**src/design/tnpt_pkg.sv**
```systemverilog
// ----------------------------------------------------------------------------
// tnpt_pkg
// Types and constants shared by the timed note preview table.
// ----------------------------------------------------------------------------
`default_nettype none

package tnpt_pkg;

  localparam int MAX_RESULTS = 16;
  localparam int CNT_W       = $clog2(MAX_RESULTS + 1);
  localparam int QDEPTH      = 2;
  localparam int QPTR_W      = 1;
  localparam int QCNT_W      = 2;

  localparam logic [1:0] REQ_ON   = 2'd0;
  localparam logic [1:0] REQ_OFF  = 2'd1;
  localparam logic [1:0] REQ_TICK = 2'd2;

  localparam logic EV_ON  = 1'b0;
  localparam logic EV_OFF = 1'b1;

  typedef enum logic [1:0] {
    CMD_ON,
    CMD_OFF,
    CMD_TICK
  } cmd_kind_t;

  typedef enum logic [1:0] {
    BK_IDLE,
    BK_ON,
    BK_SCAN,
    BK_FLUSH
  } back_state_t;

  typedef struct packed {
    logic [1:0]  req_type;
    logic        channel_found;
    logic [3:0]  channel_index;
    logic [15:0] channel_id;
    logic [6:0]  key;
    logic [6:0]  velocity;
    logic [23:0] duration_samples;
    logic [12:0] block_samples;
    logic [4:0]  channel_count;
  } in_item_t;

  typedef struct packed {
    logic        event_kind;
    logic [3:0]  out_channel;
    logic [6:0]  out_key;
    logic [6:0]  out_velocity;
    logic [11:0] sample_offset;
    logic        last;
  } out_item_t;

  typedef struct packed {
    cmd_kind_t   kind;
    logic [3:0]  chan;
    logic [15:0] ident;
    logic [6:0]  key;
    logic [6:0]  vel;
    logic [23:0] dur;
    logic [12:0] blk;
    logic [11:0] ofs;
    logic [4:0]  count;
  } cmd_t;

  typedef struct packed {
    logic [3:0]  chan;
    logic [15:0] ident;
    logic [6:0]  note;
    logic        untimed;
    logic [23:0] remaining;
  } slot_t;

endpackage

`default_nettype wire

```
**src/design/tnpt_ram.sv**
```systemverilog
// ----------------------------------------------------------------------------
// tnpt_ram
// Generic single-write, single-read RAM with registered read data.
// ----------------------------------------------------------------------------
`default_nettype none

module tnpt_ram #(
  parameter int WIDTH = 8,
  parameter int DEPTH = 16,
  localparam int AW   = (DEPTH > 1) ? $clog2(DEPTH) : 1
) (
  input  wire logic             clk,
  input  wire logic             wr_en,
  input  wire logic [AW-1:0]    wr_addr,
  input  wire logic [WIDTH-1:0] wr_data,
  input  wire logic             rd_en,
  input  wire logic [AW-1:0]    rd_addr,
  output logic      [WIDTH-1:0] rd_data
);

  logic [WIDTH-1:0] mem [DEPTH];

  always_ff @(posedge clk) begin
    if (wr_en) begin
      mem[wr_addr] <= wr_data;
    end
    if (rd_en) begin
      rd_data <= mem[rd_addr];
    end
  end

endmodule

`default_nettype wire

```
**src/design/tnpt_front.sv**
```systemverilog
// ----------------------------------------------------------------------------
// tnpt_front
// Accepts requests, drops unusable ones and turns the rest into commands.
// ----------------------------------------------------------------------------
`default_nettype none

module tnpt_front #(
  parameter int CHANNELS  = 16,
  parameter int MAX_BLOCK = 4096
) (
  input  wire logic              in_valid,
  output logic                   in_stall,
  input  wire tnpt_pkg::in_item_t in_data,
  input  wire logic              q_full,
  output logic                   q_push,
  output tnpt_pkg::cmd_t         q_cmd
);

  logic        usable;
  logic        keep;
  logic [12:0] blk_cl;
  logic [12:0] ofs_full;

  assign in_stall = q_full;

  always_comb begin
    usable   = in_data.channel_found && (32'(in_data.channel_index) < CHANNELS);
    blk_cl   = (32'(in_data.block_samples) > MAX_BLOCK) ? 13'(MAX_BLOCK)
                                                         : in_data.block_samples;
    ofs_full = (blk_cl != 13'd0) ? blk_cl - 13'd1 : 13'd0;

    q_cmd.chan  = in_data.channel_index;
    q_cmd.ident = in_data.channel_id;
    q_cmd.key   = in_data.key;
    q_cmd.vel   = in_data.velocity;
    q_cmd.dur   = in_data.duration_samples;
    q_cmd.blk   = blk_cl;
    q_cmd.ofs   = (ofs_full > 13'd4095) ? 12'hFFF : ofs_full[11:0];
    q_cmd.count = in_data.channel_count;

    unique case (in_data.req_type)
      tnpt_pkg::REQ_ON: begin
        q_cmd.kind = tnpt_pkg::CMD_ON;
        keep       = usable;
      end
      tnpt_pkg::REQ_OFF: begin
        q_cmd.kind = tnpt_pkg::CMD_OFF;
        keep       = usable;
      end
      tnpt_pkg::REQ_TICK: begin
        q_cmd.kind = tnpt_pkg::CMD_TICK;
        keep       = 1'b1;
      end
      default: begin
        q_cmd.kind = tnpt_pkg::CMD_TICK;
        keep       = 1'b0;
      end
    endcase
  end

  assign q_push = in_valid && !in_stall && keep;

endmodule

`default_nettype wire

```
**src/design/tnpt_cmd_fifo.sv**
```systemverilog
// ----------------------------------------------------------------------------
// tnpt_cmd_fifo
// Short command queue between the front and the back.
// ----------------------------------------------------------------------------
`default_nettype none

module tnpt_cmd_fifo (
  input  wire logic            clk,
  input  wire logic            rst_n,
  input  wire logic            push,
  input  wire tnpt_pkg::cmd_t  push_cmd,
  input  wire logic            pop,
  output tnpt_pkg::cmd_t       head,
  output logic                 full,
  output logic                 not_empty
);

  tnpt_pkg::cmd_t                  q_r [tnpt_pkg::QDEPTH];
  logic [tnpt_pkg::QPTR_W-1:0]     wr_ptr_r, wr_ptr_nxt;
  logic [tnpt_pkg::QPTR_W-1:0]     rd_ptr_r, rd_ptr_nxt;
  logic [tnpt_pkg::QCNT_W-1:0]     cnt_r, cnt_nxt;
  logic                            do_push;
  logic                            do_pop;

  assign full      = (cnt_r == tnpt_pkg::QCNT_W'(tnpt_pkg::QDEPTH));
  assign not_empty = (cnt_r != '0);
  assign head      = q_r[rd_ptr_r];
  assign do_push   = push && !full;
  assign do_pop    = pop && not_empty;

  always_comb begin
    wr_ptr_nxt = do_push ? wr_ptr_r + tnpt_pkg::QPTR_W'(1) : wr_ptr_r;
    rd_ptr_nxt = do_pop  ? rd_ptr_r + tnpt_pkg::QPTR_W'(1) : rd_ptr_r;
    cnt_nxt    = cnt_r + tnpt_pkg::QCNT_W'(do_push) - tnpt_pkg::QCNT_W'(do_pop);
  end

  always_ff @(posedge clk) begin
    if (!rst_n) begin
      wr_ptr_r <= '0;
      rd_ptr_r <= '0;
      cnt_r    <= '0;
    end else begin
      wr_ptr_r <= wr_ptr_nxt;
      rd_ptr_r <= rd_ptr_nxt;
      cnt_r    <= cnt_nxt;
    end
  end

  always_ff @(posedge clk) begin
    if (do_push) begin
      q_r[wr_ptr_r] <= push_cmd;
    end
  end

endmodule

`default_nettype wire

```
**src/design/tnpt_back.sv**
```systemverilog
// ----------------------------------------------------------------------------
// tnpt_back
// Executes commands against the slot table and drives the event register.
// ----------------------------------------------------------------------------
`default_nettype none

module tnpt_back #(
  parameter int SLOTS = 16,
  localparam int IDX_W = (SLOTS > 1) ? $clog2(SLOTS) : 1
) (
  input  wire logic                clk,
  input  wire logic                rst_n,
  input  wire logic                cmd_valid,
  input  wire tnpt_pkg::cmd_t      cmd,
  output logic                     cmd_pop,
  output logic                     out_valid,
  input  wire logic                out_stall,
  output tnpt_pkg::out_item_t      out_data
);

  localparam int SW = $bits(tnpt_pkg::slot_t);

  tnpt_pkg::back_state_t        state_r, state_nxt;
  tnpt_pkg::cmd_t               cmd_r, cmd_nxt;
  logic [SLOTS-1:0]             busy_r, busy_nxt;
  logic [IDX_W-1:0]             idx_r, idx_nxt;
  logic [tnpt_pkg::CNT_W-1:0]   cnt_r, cnt_nxt;
  logic                         hold_vld_r, hold_vld_nxt;
  tnpt_pkg::out_item_t          hold_r, hold_nxt;
  logic                         out_vld_r, out_vld_nxt;
  tnpt_pkg::out_item_t          out_data_r, out_data_nxt;

  logic                         rd_en;
  logic [IDX_W-1:0]             rd_addr;
  logic                         wr_en;
  logic [IDX_W-1:0]             wr_addr;
  tnpt_pkg::slot_t              wr_slot;
  tnpt_pkg::slot_t              rd_slot;
  logic [SW-1:0]                rd_bits;

  logic                         out_free;
  logic                         have_free;
  logic [IDX_W-1:0]             free_idx;
  logic                         slot_busy;
  logic                         match_off;
  logic                         tick_live;
  logic                         expire;
  logic                         free_slot;
  logic                         emit;
  logic                         ev_take;
  logic                         scan_go;
  logic                         scan_last;
  tnpt_pkg::out_item_t          new_ev;
  tnpt_pkg::out_item_t          on_ev;

  tnpt_ram #(
    .WIDTH (SW),
    .DEPTH (SLOTS)
  ) u_slot_ram (
    .clk     (clk),
    .wr_en   (wr_en),
    .wr_addr (wr_addr),
    .wr_data (SW'(wr_slot)),
    .rd_en   (rd_en),
    .rd_addr (rd_addr),
    .rd_data (rd_bits)
  );

  assign rd_slot   = tnpt_pkg::slot_t'(rd_bits);
  assign out_valid = out_vld_r;
  assign out_data  = out_data_r;
  assign out_free  = !out_vld_r || !out_stall;

  always_comb begin
    have_free = 1'b0;
    free_idx  = '0;
    for (int i = SLOTS - 1; i >= 0; i--) begin
      if (!busy_r[i]) begin
        have_free = 1'b1;
        free_idx  = IDX_W'(i);
      end
    end
  end

  always_comb begin
    slot_busy = busy_r[idx_r];
    match_off = (cmd_r.kind == tnpt_pkg::CMD_OFF) && slot_busy &&
                (rd_slot.ident == cmd_r.ident) && (rd_slot.note == cmd_r.key);
    tick_live = (cmd_r.kind == tnpt_pkg::CMD_TICK) && slot_busy && !rd_slot.untimed;
    expire    = tick_live && (rd_slot.remaining <= {11'd0, cmd_r.blk});
    free_slot = match_off || expire;
    emit      = match_off || (expire && ({1'b0, rd_slot.chan} < cmd_r.count));
    ev_take   = emit && (cnt_r < tnpt_pkg::CNT_W'(tnpt_pkg::MAX_RESULTS));
    scan_go   = !(ev_take && hold_vld_r && !out_free);
    scan_last = (idx_r == IDX_W'(SLOTS - 1));

    new_ev.event_kind    = tnpt_pkg::EV_OFF;
    new_ev.out_channel   = rd_slot.chan;
    new_ev.out_key       = rd_slot.note;
    new_ev.out_velocity  = 7'd0;
    new_ev.sample_offset = (cmd_r.kind == tnpt_pkg::CMD_TICK) ? cmd_r.ofs : 12'd0;
    new_ev.last          = 1'b0;

    on_ev.event_kind    = tnpt_pkg::EV_ON;
    on_ev.out_channel   = cmd_r.chan;
    on_ev.out_key       = cmd_r.key;
    on_ev.out_velocity  = cmd_r.vel;
    on_ev.sample_offset = 12'd0;
    on_ev.last          = 1'b1;
  end

  always_comb begin
    state_nxt = state_r;
    unique case (state_r)
      tnpt_pkg::BK_IDLE: begin
        if (cmd_valid) begin
          state_nxt = (cmd.kind == tnpt_pkg::CMD_ON) ? tnpt_pkg::BK_ON : tnpt_pkg::BK_SCAN;
        end
      end
      tnpt_pkg::BK_ON: begin
        if (out_free) begin
          state_nxt = tnpt_pkg::BK_IDLE;
        end
      end
      tnpt_pkg::BK_SCAN: begin
        if (scan_go && scan_last) begin
          state_nxt = tnpt_pkg::BK_FLUSH;
        end
      end
      tnpt_pkg::BK_FLUSH: begin
        if (!hold_vld_r || out_free) begin
          state_nxt = tnpt_pkg::BK_IDLE;
        end
      end
      default: state_nxt = tnpt_pkg::BK_IDLE;
    endcase
  end

  always_comb begin
    cmd_pop      = 1'b0;
    rd_en        = 1'b0;
    rd_addr      = idx_r;
    wr_en        = 1'b0;
    wr_addr      = idx_r;
    wr_slot      = rd_slot;
    busy_nxt     = busy_r;
    idx_nxt      = idx_r;
    cmd_nxt      = cmd_r;
    cnt_nxt      = cnt_r;
    hold_vld_nxt = hold_vld_r;
    hold_nxt     = hold_r;
    out_vld_nxt  = out_vld_r && out_stall;
    out_data_nxt = out_data_r;

    unique case (state_r)
      tnpt_pkg::BK_IDLE: begin
        if (cmd_valid) begin
          cmd_pop = 1'b1;
          cmd_nxt = cmd;
          cnt_nxt = '0;
          idx_nxt = '0;
          if (cmd.kind != tnpt_pkg::CMD_ON) begin
            rd_en   = 1'b1;
            rd_addr = '0;
          end
        end
      end
      tnpt_pkg::BK_ON: begin
        if (out_free) begin
          out_vld_nxt  = 1'b1;
          out_data_nxt = on_ev;
          if (have_free) begin
            wr_en             = 1'b1;
            wr_addr           = free_idx;
            wr_slot.chan      = cmd_r.chan;
            wr_slot.ident     = cmd_r.ident;
            wr_slot.note      = cmd_r.key;
            wr_slot.untimed   = (cmd_r.dur == 24'd0);
            wr_slot.remaining = cmd_r.dur;
            busy_nxt[free_idx] = 1'b1;
          end
        end
      end
      tnpt_pkg::BK_SCAN: begin
        if (scan_go) begin
          if (free_slot) begin
            busy_nxt[idx_r] = 1'b0;
          end
          if (tick_live && !expire) begin
            wr_en             = 1'b1;
            wr_slot.remaining = rd_slot.remaining - {11'd0, cmd_r.blk};
          end
          if (ev_take) begin
            cnt_nxt      = cnt_r + tnpt_pkg::CNT_W'(1);
            hold_vld_nxt = 1'b1;
            hold_nxt     = new_ev;
            if (hold_vld_r) begin
              out_vld_nxt  = 1'b1;
              out_data_nxt = hold_r;
            end
          end
          if (!scan_last) begin
            idx_nxt = idx_r + IDX_W'(1);
            rd_en   = 1'b1;
            rd_addr = idx_r + IDX_W'(1);
          end
        end
      end
      tnpt_pkg::BK_FLUSH: begin
        if (hold_vld_r && out_free) begin
          out_vld_nxt       = 1'b1;
          out_data_nxt      = hold_r;
          out_data_nxt.last = 1'b1;
          hold_vld_nxt      = 1'b0;
        end
      end
      default: begin
      end
    endcase
  end

  always_ff @(posedge clk) begin
    if (!rst_n) begin
      state_r    <= tnpt_pkg::BK_IDLE;
      busy_r     <= '0;
      hold_vld_r <= 1'b0;
      out_vld_r  <= 1'b0;
      cnt_r      <= '0;
      idx_r      <= '0;
    end else begin
      state_r    <= state_nxt;
      busy_r     <= busy_nxt;
      hold_vld_r <= hold_vld_nxt;
      out_vld_r  <= out_vld_nxt;
      cnt_r      <= cnt_nxt;
      idx_r      <= idx_nxt;
    end
  end

  always_ff @(posedge clk) begin
    cmd_r      <= cmd_nxt;
    hold_r     <= hold_nxt;
    out_data_r <= out_data_nxt;
  end

  a_idle_no_hold: assert property (@(posedge clk) disable iff (!rst_n)
    (state_r == tnpt_pkg::BK_IDLE) |-> !hold_vld_r)
    else $error("held event left over in idle");

  a_cnt_bound: assert property (@(posedge clk) disable iff (!rst_n)
    cnt_r <= tnpt_pkg::CNT_W'(tnpt_pkg::MAX_RESULTS))
    else $error("event count over limit");

  a_on_emits: assert property (@(posedge clk) disable iff (!rst_n)
    (state_r == tnpt_pkg::BK_ON && out_free) |=> (out_vld_r && out_data_r.last))
    else $error("note-on not delivered as final event");

  a_scan_hold: assert property (@(posedge clk) disable iff (!rst_n)
    (state_r == tnpt_pkg::BK_SCAN && !scan_go) |=>
      (state_r == tnpt_pkg::BK_SCAN && $stable(idx_r)))
    else $error("scan advanced while stalled");

endmodule

`default_nettype wire

```
**src/design/timed_note_preview_table_unit.sv**
```systemverilog
// ----------------------------------------------------------------------------
// timed_note_preview_table_unit
// Table of sounding preview notes with note-on, note-off and timed expiry.
// ----------------------------------------------------------------------------
//  port group | dir | handshake            | payload
//  in_        | in  | in_valid / in_stall  | tnpt_pkg::in_item_t
//  out_       | out | out_valid / out_stall| tnpt_pkg::out_item_t
//
//  Note-on: the command is registered from the queue head, then written to the
//  event register once the output is free. Note-off and block tick: a scan of one
//  slot per cycle, unless the output stalls, through the single RAM read port.
//  Ignored requests are taken while the queue is not full and produce nothing.
//  Reset clears the busy flags; the table is usable right after.
//  A stalled output can pause the scan; the two-entry queue takes input until full.
// ----------------------------------------------------------------------------
`default_nettype none

module timed_note_preview_table_unit #(
  parameter int SLOTS     = 16,
  parameter int CHANNELS  = 16,
  parameter int MAX_BLOCK = 4096
) (
  input  wire logic                 clk,
  input  wire logic                 rst_n,
  input  wire logic                 in_valid,
  output logic                      in_stall,
  input  wire tnpt_pkg::in_item_t   in_data,
  output logic                      out_valid,
  input  wire logic                 out_stall,
  output tnpt_pkg::out_item_t       out_data
);

  logic           q_full;
  logic           q_push;
  logic           q_pop;
  logic           q_not_empty;
  tnpt_pkg::cmd_t q_cmd;
  tnpt_pkg::cmd_t q_head;

  tnpt_front #(
    .CHANNELS  (CHANNELS),
    .MAX_BLOCK (MAX_BLOCK)
  ) u_front (
    .in_valid (in_valid),
    .in_stall (in_stall),
    .in_data  (in_data),
    .q_full   (q_full),
    .q_push   (q_push),
    .q_cmd    (q_cmd)
  );

  tnpt_cmd_fifo u_fifo (
    .clk       (clk),
    .rst_n     (rst_n),
    .push      (q_push),
    .push_cmd  (q_cmd),
    .pop       (q_pop),
    .head      (q_head),
    .full      (q_full),
    .not_empty (q_not_empty)
  );

  tnpt_back #(
    .SLOTS (SLOTS)
  ) u_back (
    .clk       (clk),
    .rst_n     (rst_n),
    .cmd_valid (q_not_empty),
    .cmd       (q_head),
    .cmd_pop   (q_pop),
    .out_valid (out_valid),
    .out_stall (out_stall),
    .out_data  (out_data)
  );

endmodule

`default_nettype wire
```
**config.mk**
```make
export PLATFORM = sky130hd
export DESIGN_NAME = timed_note_preview_table_unit
export DESIGN_NICKNAME = d
export VERILOG_FILES = /design/src/design/tnpt_pkg.sv /design/src/design/tnpt_ram.sv /design/src/design/tnpt_front.sv /design/src/design/tnpt_cmd_fifo.sv /design/src/design/tnpt_back.sv /design/src/design/timed_note_preview_table_unit.sv
export SDC_FILE = /design/constraint.sdc
export NUM_CORES = 1
export LEC_CHECK = 0
export BUFFER_PORTS_ARGS = -buffer_cell sky130_fd_sc_hd__clkbuf_2
export CORE_AREA = 2 2 370 262
export DETAILED_ROUTE_END_ITERATION = 6
export DIE_AREA = 0 0 372 264
export PLACE_DENSITY = 0.74
export SLEW_MARGIN = 25
export SYNTH_ARGS = -nofsm -noshare
export SYNTH_HDL_FRONTEND = slang
export SYNTH_SLANG_ARGS = --single-unit
export TNS_END_PERCENT = 100
```
**constraint.sdc**
```tcl
create_clock -name clk -period 9.65 [get_ports clk]
set_input_delay 1.93 -clock clk [delete_from_list [all_inputs] [get_ports clk]]
set_output_delay 1.93 -clock clk [all_outputs]
set_load 0.1 [all_outputs]
```
==> results of run 1 <==
## cell usage in the layout (no fill, tap or decap), types with 30 or more instances in the layout
cell type / synthesis / routed
dfxtp_1: 34 / 33
and3_1: 108 / 108
o32a_1: 51 / 51
mux4_2: 54 / 54
edfxtp_1: 1209 / 1209
clkbuf_2: 0 / 116
a221oi_2: 48 / 48
o21ai_0: 51 / 50
ha_1: 30 / 30
clkbuf_16: 0 / 105
nor2_1: 76 / 51
inv_1: 250 / 248
nand2_1: 157 / 155
buf_4: 17 / 51
mux2i_1: 207 / 207
mux2_2: 204 / 204
a2111oi_0: 102 / 102
nor2b_1: 32 / 32
a21oi_1: 60 / 60
nand3_1: 35 / 35
xor2_1: 34 / 34
## sequential cells by signal (all words and copies together), names as in the netlist, 4 cells and up, named ones only
register                   flops
u_back.idx_r                   4
u_back.busy_r                 16
u_back.u_slot_ram.mem        832
u_fifo.q_r                   180
u_back.hold_r                 23
u_back.out_data               32
u_back.cmd_r                  90
u_back.u_slot_ram.rd_data     52
u_back.cnt_r                   5
## stage by stage
stage                     hold slack [ps]  instances  total power [mW]
final                               491.5       4655             16.84
after floorplan                     440.5       3195             11.09
after global routing                518.2       4655             17.45
after global placement              478.7       4457             12.50
after detailed placement            486.6       4458             12.62
after CTS                           493.9       4654             16.82
## final cells by class
class,count,area [um^2]
Timing Repair Buffer,176,1115
Clock buffer,134,2756
Multi-Input combinational cell,1529,13240
Fill cell,6861,37690
Clock inverter,62,661.9
Inverter,250,940.9
Sequential cell,1243,36990
Tap cell,1261,1578
## routing by layer
layer  up-vias  global-route usage  part of all wire  wire (um)
met4         0             0.07661             0.030       3614
met5         -                   0                 0          0
met3       210             0.05945              0.10      12550
met1     14564              0.3763              0.43      52350
li1      12643                   -                 -          -
met2      1529              0.3610              0.44      53890
## power by group through the flow
stage	registers, mW	clock network [mW]	logic [mW]
after floorplan	8.31	0	2.77
after global placement	8.05	0	4.45
after detailed placement	8.05	0	4.58
after CTS	7.94	4.28	4.60
after global routing	7.98	4.48	4.99
final	7.95	4.23	4.66
## logic make-up after synthesis
family          after synthesis  share of synthesized area
fa+ha+maj                    31                   0.007647
xor+xnor                     51                   0.008639
buf+inv                     423                    0.03371
mux                         465                     0.1080
flops                      1243                     0.7153
compound gates              436                    0.07168
simple gates                546                    0.05500
## worst max-delay path, cell delays in order (launching register included)
cell and delay [ps]:
edfxtp_1 480, inv_1 90, ha_1 170, inv_1 60, fa_1 410, nand3_1 120, a21boi_1 70, o311ai_1 760
and3_1 420, a32o_2 370, nor3_2 110, nor2_4 130, buf_4 530, buf_4 730, mux4_2 600, o32a_1 190
a221oi_1 210
## worst max-delay path by stage
stage,slack (ps),end,depth (start not counted),start
final,3900,u_back.u_slot_ram.rd_data[0]$_DFFE_PP_,16,u_back.u_slot_ram.rd_data[0]$_DFFE_PP_
after CTS,4000,u_back.u_slot_ram.rd_data[0]$_DFFE_PP_,16,u_back.u_slot_ram.rd_data[0]$_DFFE_PP_
after detailed placement,3780,u_back.u_slot_ram.rd_data[14]$_DFFE_PP_,12,out_stall
after global routing,3600,u_back.u_slot_ram.rd_data[0]$_DFFE_PP_,16,u_back.u_slot_ram.rd_data[0]$_DFFE_PP_
after global placement,3860,u_back.u_slot_ram.rd_data[0]$_DFFE_PP_,12,out_stall
after floorplan,2790,u_back.u_slot_ram.rd_data[0]$_DFFE_PP_,5,out_stall
==> flow_metrics.py, run 1 <==
metrics = {
    "place": {
        "gp_congestion": 0.8989,
        "dpl_cell_area_mm2": 0.05380,
        "portBuffers": 116,
        "place_ws_ps": 3779,
        "hpwl_um": 68500,
    },
    "setup_path": {
        "worst_setup_path_end_kind": "flip-flop",
        "crit_arrival_ps": 6260,
        "rr_worst_depth": 16,
        "reg2reg_to": "u_back.u_slot_ram.rd_data[0]$_DFFE_PP_",
        "crit_fanout": 31,
        "start_kind": "flip-flop",
        "critPathKind": "reg2reg",
        "regToRegSetupSlack_ps": 3900,
        "worstReg2RegStart": "u_back.u_slot_ram.rd_data[0]$_DFFE_PP_",
        "required_ps": 10160,
    },
    "cts": {
        "htreeDepth": 3,
        "clockBufferDepth": 3,
        "cts_resized": 0,
        "cts_setup_buffers": 0,
        "cts_buffers": 105,
        "cts_tree": "done",
        "cts.sinks": 1243,
        "path_clk_slew_ps": 70,
        "clock_latency_ps": 730,
        "cts-root-buf": "clkbuf_16",
        "postCtsHoldBufs": 0,
    },
    "sta": {
        "final.setup.worst_slack_ps": 3903,
        "finalMaxSlewViolations": 0,
        "hold_violations": 0,
        "finalCritPeriodShare": 0.5955,
        "tns_ps": 0,
        "tightest_slew_ps": 1130,
        "finClkSkew_ps": 45.23,
        "rsz0062_at_grt": "no",
        "slew_headroom": 0.2447,
        "setup_viol": 0,
        "layout_min_cycle_time_ps": 5747,
        "max_freq_mhz": 174.0,
    },
    "drt": {
        "antenna_left": 0,
        "viasPerCell": 6.218,
        "routed_wl_um": 122400,
        "avgRoutedWirePerCell_um": 26.29,
        "dr.pass1.iters": 7,
        "drc": 9,
        "drt_iter0_drc": 4011,
        "num_vias": 28946,
    },
    "layout": {
        "synthToLayoutAreaGrowth_pct": 10.78,
        "fin_nets": 3419,
        "drive_gt1_frac": 0.2024,
        "final_util": 0.6031,
        "stdcell_area_mm2": 0.05728,
        "diodes": 0,
    },
    "power": {
        "swShare": 0.3355,
        "power_density_mw_per_mm2": 294.0,
        "p_seq_frac": 0.472,
        "power_frac_comb": 0.277,
        "p_leak_nw": 19.23,
        "peakVddDrop_mv": 0.2367,
        "p_int_mw": 11.19,
        "power.clock.fraction": 0.251,
        "p_sw_mw": 5.650,
    },
    "yosys": {
        "yosysTopAreaCell": "edfxtp_1",
        "ys_async_sr_fraction": 0,
        "synth_cell_types": 83,
        "synth_edf_count": 1209,
        "yosys.cell_count.top_type": "edfxtp_1",
        "yosysWarnings": 0,
        "netlist_area_mm2": 0.05171,
        "synth_top_flop_cell": "edfxtp_1",
        "yosys.area.top_type_share": 0.7021,
        "syn_area_per_cell_um2": 16.18,
        "ys_seq_elements": 1243,
        "yosys-top-cells-area": "edfxtp_1, mux2_2, mux2i_1, mux4_2, inv_1",
        "synth-seq-area-share": 0.7153,
        "synth_fp_nets": 3309,
        "synth_top_cells_by_count": "edfxtp_1, inv_1, mux2i_1, mux2_2, nand2_1",
        "syn_inst": 3195,
    },
    "global_route": {
        "grt.overflow.total": 0,
        "grt_max_degree": 161,
        "grt_util_all_layers": 0.2497,
        "grt_pass1_wl_um": 181500,
        "grt_pass1_vias": 28027,
        "antenna_found_initial": 0,
    },
    "outcome": {
        "status": "finished, violations left",
        "violations": "DRC",
    },
    "run": {
        "drv_cap": 0,
    },
    "die": {
        "num_rows": 95,
        "die_h_um": 264,
        "die_area_mm2": 0.09821,
        "start_util": 0.5444,
        "core_mm2": 0.09497,
        "ios": 117,
        "die_x_um": 372,
    },
    "hold_path": {
        "hp-start": "u_back.state_r[0]$_SDFFE_PN0P_",
        "hp-class": "reg2reg",
        "whs_path_depth": 2,
        "holdPathEnd": "u_back.state_r[0]$_SDFFE_PN0P_",
    },
}
(Power assumes the default switching activity.)
==> inputs of run 2 (changes only) <==
--- a/config.mk
+++ b/config.mk
@@ -5,10 +5,11 @@
 export SDC_FILE = /design/constraint.sdc
 export NUM_CORES = 1
 export LEC_CHECK = 0
+export ABC_AREA = 1
 export BUFFER_PORTS_ARGS = -buffer_cell sky130_fd_sc_hd__clkbuf_2
-export CORE_AREA = 2 2 370 262
+export CORE_AREA = 2 2 380 269
 export DETAILED_ROUTE_END_ITERATION = 6
-export DIE_AREA = 0 0 372 264
+export DIE_AREA = 0 0 382 271
 export PLACE_DENSITY = 0.74
 export SLEW_MARGIN = 25
 export SYNTH_ARGS = -nofsm -noshare
==> constraint.sdc (replaced) <==
create_clock -name clk -period 5.3 [get_ports clk]
set_input_delay 1.06 -clock clk [delete_from_list [all_inputs] [get_ports clk]]
set_output_delay 1.06 -clock clk [all_outputs]
set_load 0.1 [all_outputs]
==> run 2 against run 1 <==
The flow now finishes without violations. Synthesized area up 5.5%. Via count increased by 29%. Largest power group is now combinational cells. Worst setup slack got worse by 3000 ps. Maximum frequency grew 30%. Sequential share of layout area shrank 3.5 points. Critical path depth grew 10. First-iteration DRC count grew 14%. Critical path type unchanged.
==> flow_metrics.py, run 2 <==
metrics = {
    "place": {
        "hpwl_um": 75700,
        "gp_congestion": 0.9313,
        "dpl_cell_area_mm2": 0.05709,
        "portBuffers": 116,
    },
    "cts": {
        "clock_latency_ps": 720,
        "cts_buffers": 108,
        "clockBufferDepth": 3,
        "cts_setup_buffers": 0,
        "path_clk_slew_ps": 70,
        "cts_tree": "done",
        "cts-root-buf": "clkbuf_16",
        "htreeDepth": 3,
        "cts.sinks": 1243,
        "postCtsHoldBufs": 0,
        "cts_resized": 0,
    },
    "yosys": {
        "yosys-top-cells-area": "edfxtp_1, nand3_1, nand2_1, inv_1, nand3b_1",
        "yosys.area.top_type_share": 0.6658,
        "syn_area_per_cell_um2": 10.66,
        "ys_seq_elements": 1243,
        "synth_cell_types": 54,
        "syn_inst": 5116,
        "synth-seq-area-share": 0.6783,
        "synth_top_flop_cell": "edfxtp_1",
        "synth_top_cells_by_count": "nand2_1, edfxtp_1, nand3_1, inv_1, nor2_1",
        "yosysTopAreaCell": "edfxtp_1",
        "synth_fp_nets": 5230,
        "netlist_area_mm2": 0.05453,
        "synth_edf_count": 1209,
        "yosysWarnings": 0,
        "ys_async_sr_fraction": 0,
        "yosys.cell_count.top_type": "nand2_1",
    },
    "power": {
        "p_int_mw": 23.06,
        "p_leak_nw": 24.58,
        "p_sw_mw": 17.50,
        "power_density_mw_per_mm2": 669.2,
        "power.clock.fraction": 0.195,
        "p_seq_frac": 0.356,
        "p_total_mw": 40.56,
        "swShare": 0.4314,
        "peakVddDrop_mv": 0.8156,
        "power_frac_comb": 0.448,
    },
    "sta": {
        "finalMaxSlewViolations": 0,
        "tightest_slew_ps": 1057,
        "finalCritPeriodShare": 0.8335,
        "max_freq_mhz": 226.4,
        "slew_headroom": 0.2956,
        "setup_viol": 0,
        "finClkSkew_ps": 25.02,
        "layout_min_cycle_time_ps": 4418,
        "rsz0062_at_grt": "no",
        "tns_ps": 0,
        "hold_violations": 0,
    },
    "layout": {
        "largest_reg_flops": 832,
        "drive_gt1_frac": 0.08532,
        "stdcell_area_mm2": 0.06061,
        "fin_nets": 5308,
        "synthToLayoutAreaGrowth_pct": 11.15,
        "mostFrequentLayoutCell": "edfxtp_1",
        "mostFrequentLayoutCells": "edfxtp_1, nand2_1, nand3_1, inv_1, nor2_1",
        "diodes": 0,
        "top_register": "u_back.u_slot_ram.mem",
        "top_regs": "u_back.u_slot_ram.mem: 832 flops, u_fifo.q_r: 180 flops, u_back.cmd_r: 90 flops",
    },
    "outcome": {
        "status": "complete, no violations",
    },
    "setup_path": {
        "cp_slowest_cell": "buf_12",
        "critPathKind": "reg2reg",
        "crit_fanout": 104,
        "start_kind": "flip-flop",
        "worst_setup_path_end_kind": "flip-flop",
        "crit_family": "simple AND/OR/NAND/NOR gates",
        "required_ps": 5840,
        "cpPeakStageDelay_ps": 510,
        "crit_arrival_ps": 4960,
        "worst-path-buf-inv": 4,
        "cpMostUsedCell": "nand2_1",
    },
    "die": {
        "num_rows": 97,
        "die_h_um": 271,
        "die_x_um": 382,
        "ios": 117,
        "die_area_mm2": 0.1035,
        "start_util": 0.5472,
        "core_mm2": 0.09964,
    },
    "drt": {
        "routed_wl_um": 137300,
        "drc": 0,
        "antenna_left": 0,
        "drt_iter0_drc": 4556,
        "dr.pass1.iters": 6,
        "avgRoutedWirePerCell_um": 20.73,
        "viasPerCell": 5.628,
        "num_vias": 37266,
    },
    "global_route": {
        "grt.overflow.total": 0,
        "grt_pass1_wl_um": 209800,
        "grt_pass1_vias": 35566,
        "grt_max_degree": 146,
        "antenna_found_initial": 0,
        "grt_util_all_layers": 0.2638,
    },
    "hold_path": {
        "hp-class": "reg2reg",
    },
    "run": {
        "drv_cap": 0,
    },
}
[run 2: power by group through the flow]
stage / sequential [mW] / clock (mW) / combinational, mW
after floorplan: 15.2 / 0 / 11.5
after global placement: 14.6 / 0 / 17.5
after detailed placement: 14.6 / 0 / 17.9
after CTS: 14.4 / 7.99 / 18.0
after global routing: 14.5 / 8.38 / 19.9
final: 14.4 / 7.92 / 18.2
[run 2: path summary, 6_finish.rpt]
check | depth (start not counted) | slack, ps | from | end
min reg2reg | 1 | 460 | u_fifo.rd_ptr_r$_SDFFE_PN0P_ | flip-flop
max | 26 | 880 | u_back.u_slot_ram.rd_data[0]$_DFFE_PP_ | u_back.u_slot_ram.rd_data[9]$_DFFE_PP_
min | 1 | 460 | u_fifo.rd_ptr_r$_SDFFE_PN0P_ | flip-flop
max reg2reg | 26 | 880 | u_back.u_slot_ram.rd_data[0]$_DFFE_PP_ | u_back.u_slot_ram.rd_data[9]$_DFFE_PP_
[run 2: per-stage QoR]
| stage | setup WS (ps) | util | std cells | hold WS (ps) |
|---|---|---|---|---|
| 6_report | 882.2 | 0.6083 | 6622 | 455.3 |
| 3_3_place_gp | 999.9 | 0.5728 | 6418 | 427.7 |
| 4_1_cts | 968.7 | 0.6081 | 6621 | 455.5 |
| 2_1_floorplan | 543.9 | - | 5116 | 425.8 |
| 5_1_grt | 588.8 | 0.6083 | 6622 | 491.6 |
| 3_5_place_dp | 980.4 | 0.5729 | 6419 | 444.8 |
[run 2: kinds of logic (layout without fill, tap and decap cells)]
kind of cell / Yosys count / in the layout / share of synthesized area
XOR/XNOR: 26 / 26 / 0.004176
AND/OR/NAND/NOR: 2531 / 2531 / 0.2081
AO/OA/AOI/OAI: 241 / 241 / 0.02462
flip-flops: 1243 / 1243 / 0.6783
buffers and inverters: 1042 / 1212 / 0.07721
adder cells (fa/ha/maj): 31 / 31 / 0.007251
multiplexers: 2 / 2 / 0.0003672
[run 2: per-layer routing]
metal / part of all wire / global-route usage
met5: 0 / 0
met2: 0.46 / 0.4165
met1: 0.41 / 0.3753
met3: 0.091 / 0.04128
met4: 0.035 / 0.08972
[run 2: area by class of cell]
type	count	area, um^2
clock buffer	126	2813
clock inverter	76	688.2
fill	7738	39030
inverter	770	2893
multi-input combinational	2831	13580
sequential	1243	36990
tap	1336	1672
timing repair buffer	240	1972
